--- src/hw/rtl/pwsa_pkg.sv ---
// Shared types and constants for the perspective warp source address generator.
package pwsa_pkg;

  localparam int IMG_ROWS = 1024;
  localparam int IMG_COLS = 1024;

  localparam int COEF_W  = 48;
  localparam int COORD_W = 10;
  localparam int NUM_REGS = 8;
  localparam int CFG_IDX_W = 4;
  localparam int PROD_W  = COEF_W + COORD_W + 1;
  localparam int SUM_W   = PROD_W + 1;
  localparam int MAG_W   = SUM_W;
  localparam int QUOT_W  = 12;
  localparam int SH_W    = MAG_W + QUOT_W;

  localparam logic [QUOT_W-1:0] ROW_LAST = QUOT_W'(IMG_ROWS - 1);
  localparam logic [QUOT_W-1:0] COL_LAST = QUOT_W'(IMG_COLS - 1);
  localparam logic signed [SUM_W-1:0] Q_ONE = SUM_W'(64'sd4294967296);

  localparam logic [CFG_IDX_W-1:0] REG_ROW_FROM_ROW   = 4'd0;
  localparam logic [CFG_IDX_W-1:0] REG_COL_FROM_COL   = 4'd4;
  localparam logic [CFG_IDX_W-1:0] REG_PERSP_FROM_COL = 4'd7;

  typedef logic [NUM_REGS-1:0][COEF_W-1:0] pwsa_coef_t;

  typedef struct packed {
    logic [COORD_W-1:0] row;
    logic [COORD_W-1:0] col;
    logic dz;
    logic r_neg;
    logic c_neg;
    logic r_ovf;
    logic c_ovf;
  } pwsa_tag_t;

  typedef struct packed {
    pwsa_tag_t tag;
    logic [MAG_W-1:0] rem_r;
    logic [MAG_W-1:0] rem_c;
    logic [SH_W-1:0] dsh;
    logic [QUOT_W-1:0] q_r;
    logic [QUOT_W-1:0] q_c;
  } pwsa_div_t;

endpackage

--- src/hw/rtl/pwsa_div_cell.sv ---
// One restoring division cell: resolves one quotient bit for both coordinates.
module pwsa_div_cell (
  input  logic                clk,
  input  logic                rst,
  input  logic                en,
  input  logic                in_valid,
  input  pwsa_pkg::pwsa_div_t in_data,
  output logic                out_valid,
  output pwsa_pkg::pwsa_div_t out_data
);
  import pwsa_pkg::*;

  logic ge_r, ge_c;
  pwsa_div_t data_next;

  always_comb begin
    ge_r = {{QUOT_W{1'b0}}, in_data.rem_r} >= in_data.dsh;
    ge_c = {{QUOT_W{1'b0}}, in_data.rem_c} >= in_data.dsh;
    data_next       = in_data;
    data_next.rem_r = ge_r ? in_data.rem_r - in_data.dsh[MAG_W-1:0] : in_data.rem_r;
    data_next.rem_c = ge_c ? in_data.rem_c - in_data.dsh[MAG_W-1:0] : in_data.rem_c;
    data_next.q_r   = {in_data.q_r[QUOT_W-2:0], ge_r};
    data_next.q_c   = {in_data.q_c[QUOT_W-2:0], ge_c};
    data_next.dsh   = in_data.dsh >> 1;
  end

  always_ff @(posedge clk) begin
    if (en) begin
      out_data <= data_next;
    end
  end

  always_ff @(posedge clk) begin
    if (rst) begin
      out_valid <= 1'b0;
    end else if (en) begin
      out_valid <= in_valid;
    end
  end

endmodule

--- config.mk ---
export PLATFORM = sky130hd
export DESIGN_NAME = pwsa_div_cell
export DESIGN_NICKNAME = d
export VERILOG_FILES = /design/src/hw/rtl/pwsa_pkg.sv /design/src/hw/rtl/pwsa_div_cell.sv
export SDC_FILE = /design/constraint.sdc
export NUM_CORES = 1
export LEC_CHECK = 0
export BUFFER_PORTS_ARGS = -buffer_cell sky130_fd_sc_hd__buf_2
export CAP_MARGIN = 20
export CELL_PAD_IN_SITES_DETAIL_PLACEMENT = 2
export CELL_PAD_IN_SITES_GLOBAL_PLACEMENT = 2
export CORE_MARGIN = 10
export CORE_UTILIZATION = 25
export DETAILED_ROUTE_END_ITERATION = 10
export PLACE_DENSITY_LB_ADDON = 0.25
export SYNTH_ARGS = -nofsm -noshare
export SYNTH_HDL_FRONTEND = slang
export SYNTH_SLANG_ARGS = --single-unit
--- constraint.sdc ---
create_clock -name clk -period 10.15 [get_ports clk]
set_clock_uncertainty 0.15 [all_clocks]
set_input_delay 2.03 -clock clk [delete_from_list [all_inputs] [get_ports clk]]
set_output_delay 2.03 -clock clk [all_outputs]
set_load 0.02 [all_outputs]
# Word-level counts from Yosys, hierarchy flattened
# Cells that the tools add are included.
dict set report classes {
  n_lt_le_gt_ge 2
  n_mux 2
  n_addsub 2
}
# operator count
set op_table {}
lappend op_table {{>= comparator 60 x 72 -> 1 bit} 2}
lappend op_table {{2-to-1 mux 60 bit} 2}
lappend op_table {{subtractor 60 bit} 2}
dict set report totals {
  elab_cells 19
  input_bits 245
  out_inout_bits 242
  regBits 241
}

# Depth between registers and ports, before layout
# Gate-level depths: netlist of run 1.
dict set report logic_depth {
  depth_word 2
  ltp_mapped 16
  ltp_nobuf 14
}

# Worst setup path before layout of run 1
# No wires, ideal clock.
dict set report synth_path {
  kind {input to register}
  startpoint {in in_data[96] (netlist name)}
  endpoint {reg out_data[127] (netlist name) (data pin)}
  stages 14
  arrival_ns 5.074
  setup_time_ns 0.260
  path_slack_ns 4.667
  t_required_ns 9.740
  cell_sequence {inv_1 > ha_1 > fa_1 > nand2b_1 > a211oi_2 > o2111ai_1 > a31o_2 > a31oi_4 > a41oi_4 > o21ai_2 > a21o_4 > o2111ai_4 > a211oi_4 > mux2_2}
}
# element line
set synth_rtl {}
lappend synth_rtl {{from (decl)} pwsa_div_cell.sv:7} ;# input pwsa_pkg::pwsa_div_t in_data,
lappend synth_rtl {{to (signal assigned)} pwsa_div_cell.sv:29} ;# out_data <= data_next;
lappend synth_rtl {{to (decl)} pwsa_div_cell.sv:9} ;# output pwsa_pkg::pwsa_div_t out_data

==> metrics.yaml, run 1 <==
cts_hold_buf: 0
min_path_type: "reg2reg"
finalCritPeriodShare: 0.607
ios: 487
fill_cells: 7172
die_x_um: 272
cts_tree: "built"
netlist_instances: 1613
nets: 2435
ys_warn_count: 0
cap_violations: 0
status: "finished clean"
cts_resized: 0
drt_pass1_iterations: 5
dieArea_um2: 73800
post_cts_buffers: 0
overflow: 0
peakVddDrop_uv: 108
dr.first_iter.drc_count: 764
ant_nets: 0
synth.yosys.seq_area_share: 0.457
grt_pass1_vias: 15600
power.density_nw_per_um2: 154
grt_max_degree: 80
area_growth_pct: 26.8
p_int_w: 0.00210
period_minus_slack_ns: 6.16
final_cells: 2934
dr_total_vias: 14400
p_sw_w: 0.000999
clock-sinks: 241
worstSetupStartpointType: "primary input"
drc: 0
cts.reportedPaths.clkPinSlew_ns: 0.06
leakagePower_nw: 9.01
hpwl_um: 57000
synthFlopType: "edfxtp_1"
port_buffers: 483
critPathCaptureType: "register"
finalSetupViolCount: 0
cts_buffer_depth: 3
synth_area_leaders: "edfxtp_1 (46%), ha_1 (9.5%), o21ai_0 (5.1%)"
yosys_register_bits: 241
arrival_ns: 6.34
grt_pass1_wl_um: 102000
synth_top_area_frac: 0.455
grt_usage: 0.178
synth_edf_count: 240
seq_power_share: 0.389
die_height_um: 272
dp_cells: 2882
drive_gt1_frac: 0.270
yosysTopAreaCell: "edfxtp_1"
viasPerCell: 4.90
rsz0062_at_grt: "false"
tns_ns: 0
place_congestion: 0.844
timing.fmax_ghz: 0.162
clk_root_buffer_cell: "clkbuf_16"
drv_slew: 0
maxSlewHeadroom: 0.235
p_clk_frac: 0.343
coreArea_um2: 62900
initial_utilization: 0.252
wl_um: 68900
syn_nets: 1980
yosysUniqueCellTypes: 75
antenna_found_initial: 10
rows: 92
hold_violations: 0
worst-slew-pin-transition_ns: 1.14
htreeDepth: 1
cp_max_fo: 8
wl_per_cell_um: 23.5
async_flop_share: 0
path_class: "in2reg"
clkLatencyLatePin_ns: 0.58
power_frac_comb: 0.269
switching_share: 0.322
avgSynthCellArea_um2: 9.81
numCtsBuffers: 30
netlist_area_um2: 15800
crit_required_ns: 10.33
[critical path, cell delays in order]
cell and delay [ns]:
buf_2 0.12, ha_1 0.22, fa_1 0.41, nand2b_1 0.19, a211oi_2 0.25, o2111ai_1 0.18
a31o_2 0.30, a31oi_4 0.35, a41oi_4 0.30, o21ai_2 0.43, a21o_4 0.24, o2111ai_4 0.15
a211oi_4 0.72, mux2_2 0.42
[power by group through the flow]
stage                     logic (W)  registers, W  clock network, W
after floorplan            0.000404       0.00133                 0
after global placement     0.000816       0.00122                 0
after detailed placement   0.000836       0.00123                 0
after CTS                  0.000842       0.00121           0.00111
after global routing       0.000916       0.00121           0.00115
final                      0.000832       0.00121           0.00106
[logic make-up after synthesis]
family	after synthesis	share of synthesized area
flops	241	0.457
xor+xnor	108	0.0598
buf+inv	165	0.0406
other cells	1	0.000237
mux	14	0.00972
fa+ha+maj	122	0.0974
compound gates	518	0.209
simple gates	444	0.127
[worst paths after layout]
path | startpoint | endpoint | slack (ns) | cells past startpoint
worst min-delay path | out_valid$_SDFFE_PP0P_ | out_valid$_SDFFE_PP0P_ | 0.35 | 2
worst min register to register | out_valid$_SDFFE_PP0P_ | out_valid$_SDFFE_PP0P_ | 0.35 | 2
worst max register to register | out_valid$_SDFFE_PP0P_ | out_valid$_SDFFE_PP0P_ | 9.41 | 2
worst max-delay path | in_data[24] | out_data[127]$_DFFE_PP_ | 3.99 | 14
[per-stage QoR]
stage	utilization	hold WS [ns]	setup slack (ns)	total power, W	instance area (µm²)
after floorplan	-	0.429	4.67	0.00173	15800
after global placement	0.304	0.320	3.44	0.00204	19100
after detailed placement	0.304	0.354	3.44	0.00206	19100
after CTS	0.319	0.370	4.04	0.00316	20100
after global routing	0.319	0.398	3.87	0.00328	20100
final	0.319	0.353	3.99	0.00310	20100
[final cells by class]
cell class                      instances  area [µm²]  share of cell area
Antenna cell                            3        7.51            0.000374
Clock buffer                           39         806              0.0402
Clock inverter                         10         126             0.00630
Inverter                               95         357              0.0178
Multi-Input combinational cell       1207        7980               0.398
Sequential cell                       241        7230               0.360
Tap cell                              846        1060              0.0528
Timing Repair Buffer                  493        2500               0.125
[registers in the layout, summed over array words and instances, names as in the netlist]
| name | cells |
|---|---|
| out_valid | 1 |
| out_data | 240 |
[layout by cell type, fill, tap and decap left out, types with 4 or more instances in the layout]
| cell type | count |
|---|---|
| buf_2 | 482 |
| edfxtp_1 | 240 |
| nand2_1 | 210 |
| o21ai_0 | 161 |
| a21oi_1 | 122 |
| ha_1 | 120 |
| inv_1 | 95 |
| nor2_1 | 88 |
| a21o_1 | 88 |
| xnor2_1 | 54 |
| xor2_1 | 54 |
| nand4_1 | 34 |
| clkbuf_16 | 31 |
| a31oi_1 | 27 |
| o21bai_1 | 27 |
| nand3_1 | 21 |
| nor3_1 | 20 |
| a211oi_1 | 12 |
| nor4_1 | 12 |
| nand2b_1 | 11 |
| mux2_2 | 11 |
| nor2b_1 | 10 |
| o211ai_1 | 10 |
| buf_4 | 10 |
| and2_1 | 8 |
| clkbuf_1 | 8 |
| and3_1 | 6 |
| o21a_1 | 6 |
| or3_1 | 6 |
| o31ai_1 | 6 |
| a211o_1 | 5 |
| a221oi_1 | 5 |
| a31o_2 | 4 |
| o41ai_1 | 4 |
| o21ai_1 | 4 |
| a21boi_0 | 4 |
| clkinv_1 | 4 |
[per-layer routing]
layer	GRT usage	vias to the layer above	share of wire
met4	0.0300	14	0.013
li1	-	6846	-
met3	0.0361	65	0.053
met5	0	-	0.0013
met2	0.321	306	0.51
met1	0.218	7140	0.42
[cells in the mapped netlist, types with 4 or more instances]
master      n
a211oi_1   12
o21ai_0   161
a21boi_0    4
edfxtp_1  240
nor2_1     88
a31o_2      4
a21oi_1   122
clkbuf_1   51
or3_1       6
o211ai_1   10
buf_2       9
inv_1      95
ha_1      120
o41ai_1     4
xor2_1     54
nand2b_1   11
o21ai_1     4
nand4_1    34
a21o_1     88
a31oi_1    27
a221oi_1    5
nor2b_1    10
nor3_1     20
o31ai_1     7
and2_1      8
o21a_1      6
and3_1      6
mux2_2     11
nor4_1     12
a211o_1     5
o21bai_1   27
buf_1       6
nand3_1    21
nand2_1   210
xnor2_1    54
No activity file was read; power rests on OpenSTA's default activity.
==> run 2: changes to the inputs <==
--- a/config.mk
+++ b/config.mk
@@ -5,6 +5,7 @@
 export SDC_FILE = /design/constraint.sdc
 export NUM_CORES = 1
 export LEC_CHECK = 0
+export ABC_AREA = 1
 export BUFFER_PORTS_ARGS = -buffer_cell sky130_fd_sc_hd__buf_2
 export CAP_MARGIN = 20
 export CELL_PAD_IN_SITES_DETAIL_PLACEMENT = 2
==> constraint.sdc (replaced) <==
create_clock -name clk -period 5.9 [get_ports clk]
set_clock_uncertainty 0.15 [all_clocks]
set_input_delay 1.18 -clock clk [delete_from_list [all_inputs] [get_ports clk]]
set_output_delay 1.18 -clock clk [all_outputs]
set_load 0.02 [all_outputs]
==> run 2 against run 1 <==
Flip-flop and latch count did not move. Synthesized cell count rose by 96%. Total power rose by 85%. Global-route usage rose by 3.6 points. Core utilization fell by 1.3 points. Synthesized area rose by 32%. Combinational power rose by 120%. Critical path depth rose by 1. Critical path type unchanged. Highest routed layer unchanged.
==> metrics.yaml, run 2 <==
htreeDepth: 1
fill_cells: 10300
grt_max_degree: 141
dpl_cell_area_um2: 24600
synth_top_family_by_area: "simple AND/OR/NAND/NOR gates"
clkLatencyLatePin_ns: 0.60
syn_nets: 3532
yosysTopAreaCell: "edfxtp_1"
crit_start: "in_data[26]"
dr_total_vias: 21900
worst_path_most_repeated_cell: "nand2_1"
finalSetupViolCount: 0
synth_edf_count: 240
rows: 106
r2r_slack_ns: 5.12
synth_top_area_frac: 0.344
dr.first_iter.drc_count: 935
largest_register: "out_data"
power.density_nw_per_um2: 225
cts_hold_buf: 0
synth_simple_gate_area_frac: 0.384
clk_root_buffer_cell: "clkbuf_16"
synthTopCellsByCount: "nand2_1 (1330), inv_1 (686), edfxtp_1 (240), nor2_1 (193), nand3_1 (149)"
synth_xor_area_frac: 0.0259
synthAdderAreaFrac: 0.0736
cts_resized: 0
cap_violations: 0
tns_ns: 0
maxSlewHeadroom: 0.329
cts_tree: "built"
antenna_found_initial: 15
coreArea_um2: 83300
post-synth-top-count-cell: "nand2_1"
synth.yosys.seq_area_share: 0.345
nets: 4026
leakagePower_nw: 14.2
overflow: 0
synthFlopType: "edfxtp_1"
grt_usage: 0.214
cts.reportedPaths.clkPinSlew_ns: 0.06
die_x_um: 309
numCtsBuffers: 30
ios: 487
peakVddDrop_uv: 243
reg2reg_from: "out_valid$_SDFFE_PP0P_"
clock-sinks: 241
yosysUniqueCellTypes: 40
crit_required_ns: 6.10
dieArea_um2: 95700
synth_compound_area_frac: 0.0333
synth.area.mux_share: 0.000478
netlist_instances: 3165
async_flop_share: 0
place_congestion: 0.929
crit_path_end: "out_data[146]$_DFFE_PP_"
hold_violations: 0
cp_max_fo: 27
synth_area_leaders: "edfxtp_1 (34%), nand2_1 (24%), inv_1 (12%)"
yosys_register_bits: 241
timing.fmax_ghz: 0.242
wl_per_cell_um: 22.3
crit_path_top_delay_cell: "nand2_2"
drc: 0
drt_pass1_iterations: 5
min_path_type: "reg2reg"
finalCritPeriodShare: 0.700
path_cells: "buf_2 -> inv_1 -> ha_1 -> nand2_1 -> nor2_1 -> o21ai_0 -> nand2_1 -> nand2_1 -> nand3_2 -> nand2_1 -> nand2_2 -> nand2_2 -> nand2_4 -> nand3_1 -> nand2_1"
cts_buffer_depth: 3
die_height_um: 309
netlist_area_um2: 20900
path_class: "in2reg"
period_minus_slack_ns: 4.13
ys_warn_count: 0
drive_gt1_frac: 0.169
rr_endpoint: "out_valid$_SDFFE_PP0P_"
critPathCaptureType: "register"
largest_reg_flops: 240
rsz0062_at_grt: "false"
ant_nets: 0
avgSynthCellArea_um2: 6.62
layout_commonest_cell: "nand2_1"
status: "finished clean"
post-route-cell-area_um2: 25500
wl_um: 106000
initial_utilization: 0.251
worstSetupStartpointType: "primary input"
crit_path_max_incr_delay_ns: 0.53
drv_slew: 0
viasPerCell: 4.60
post_cts_buffers: 0
grt_pass1_wl_um: 152000
arrival_ns: 4.33
rr_worst_depth: 2
largest_registers: "out_data: 240 flops, out_valid: 1 flops"
port_buffers: 483
grt_pass1_vias: 23700
layout_common_cells: "nand2_1 (1330), inv_1 (686), buf_2 (482)"
hpwl_um: 93300
worst-slew-pin-transition_ns: 1.01
area_growth_pct: 21.9
-- run 2: critical path, delay by kind of cell --
| kind | cells | cell delay (ns) |
|---|---|---|
| buffers and inverters | 2 | 0.30 |
| AO/OA/AOI/OAI | 1 | 0.33 |
| AND/OR/NAND/NOR | 11 | 2.14 |
| adder cells (fa/ha/maj) | 1 | 0.33 |
-- run 2: power breakdown --
| group | leakage (nW) | internal (W) | switching [W] | total [W] |
|---|---|---|---|---|
| registers | 2.36 | 0.00204 | 0.0000350 | 0.00207 |
| clock network | 0.470 | 0.00109 | 0.000796 | 0.00189 |
| logic | 11.4 | 0.000535 | 0.00125 | 0.00179 |
-- run 2: cell families after synthesis --
kind of cell               count (synthesis)
and+or+nand+nor                         1882
buffers and inverters                    728
DFF                                      241
AOI/OAI and AO/OA                        128
adders and majority gates                122
xor gates and xnor gates                  62
other                                      1
muxes                                      1
-- run 2: final cells by class --
type                    count  area, µm²  area share
diodes                      4       10.0    0.000392
clock buffers              34        766      0.0300
clock inverters            19        203     0.00794
inverters                 697       2620       0.102
multi-input cells        2196      10800       0.424
flip-flops and latches    241       7230       0.283
well taps                1080       1350      0.0529
repair buffers            493       2530      0.0990
-- run 2: metal layers --
layer | GRT usage | vias to the layer above | wire length (µm)
met1 | 0.255 | 10700 | 44900
met5 | 0 | - | 49
met3 | 0.0323 | 115 | 4540
met4 | 0.0556 | 8 | 2960
met2 | 0.395 | 432 | 53800
li1 | - | 10700 | -
-- run 2: per-stage QoR --
step | worst slack (ns) | hold WS (ns) | instances | total power (W) | util
after floorplan | 2.59 | 0.429 | 3165 | 0.00315 | -
after global placement | 1.21 | 0.321 | 4707 | 0.00387 | 0.295
after detailed placement | 1.16 | 0.389 | 4707 | 0.00391 | 0.295
after CTS | 1.83 | 0.403 | 4760 | 0.00584 | 0.306
after global routing | 1.54 | 0.431 | 4764 | 0.00607 | 0.307
final | 1.77 | 0.381 | 4764 | 0.00575 | 0.307
-- run 2: worst min path at each step --
stage / start / to / cells after the start
2_1_floorplan: out_valid$_SDFFE_PP0P_ / out_valid$_SDFFE_PP0P_ / 2
3_3_place_gp: out_valid$_SDFFE_PP0P_ / out_valid$_SDFFE_PP0P_ / 2
3_5_place_dp: out_valid$_SDFFE_PP0P_ / out_valid$_SDFFE_PP0P_ / 2
4_1_cts: out_valid$_SDFFE_PP0P_ / out_valid$_SDFFE_PP0P_ / 2
5_1_grt: out_valid$_SDFFE_PP0P_ / out_valid$_SDFFE_PP0P_ / 2
6_report: out_valid$_SDFFE_PP0P_ / out_valid$_SDFFE_PP0P_ / 2
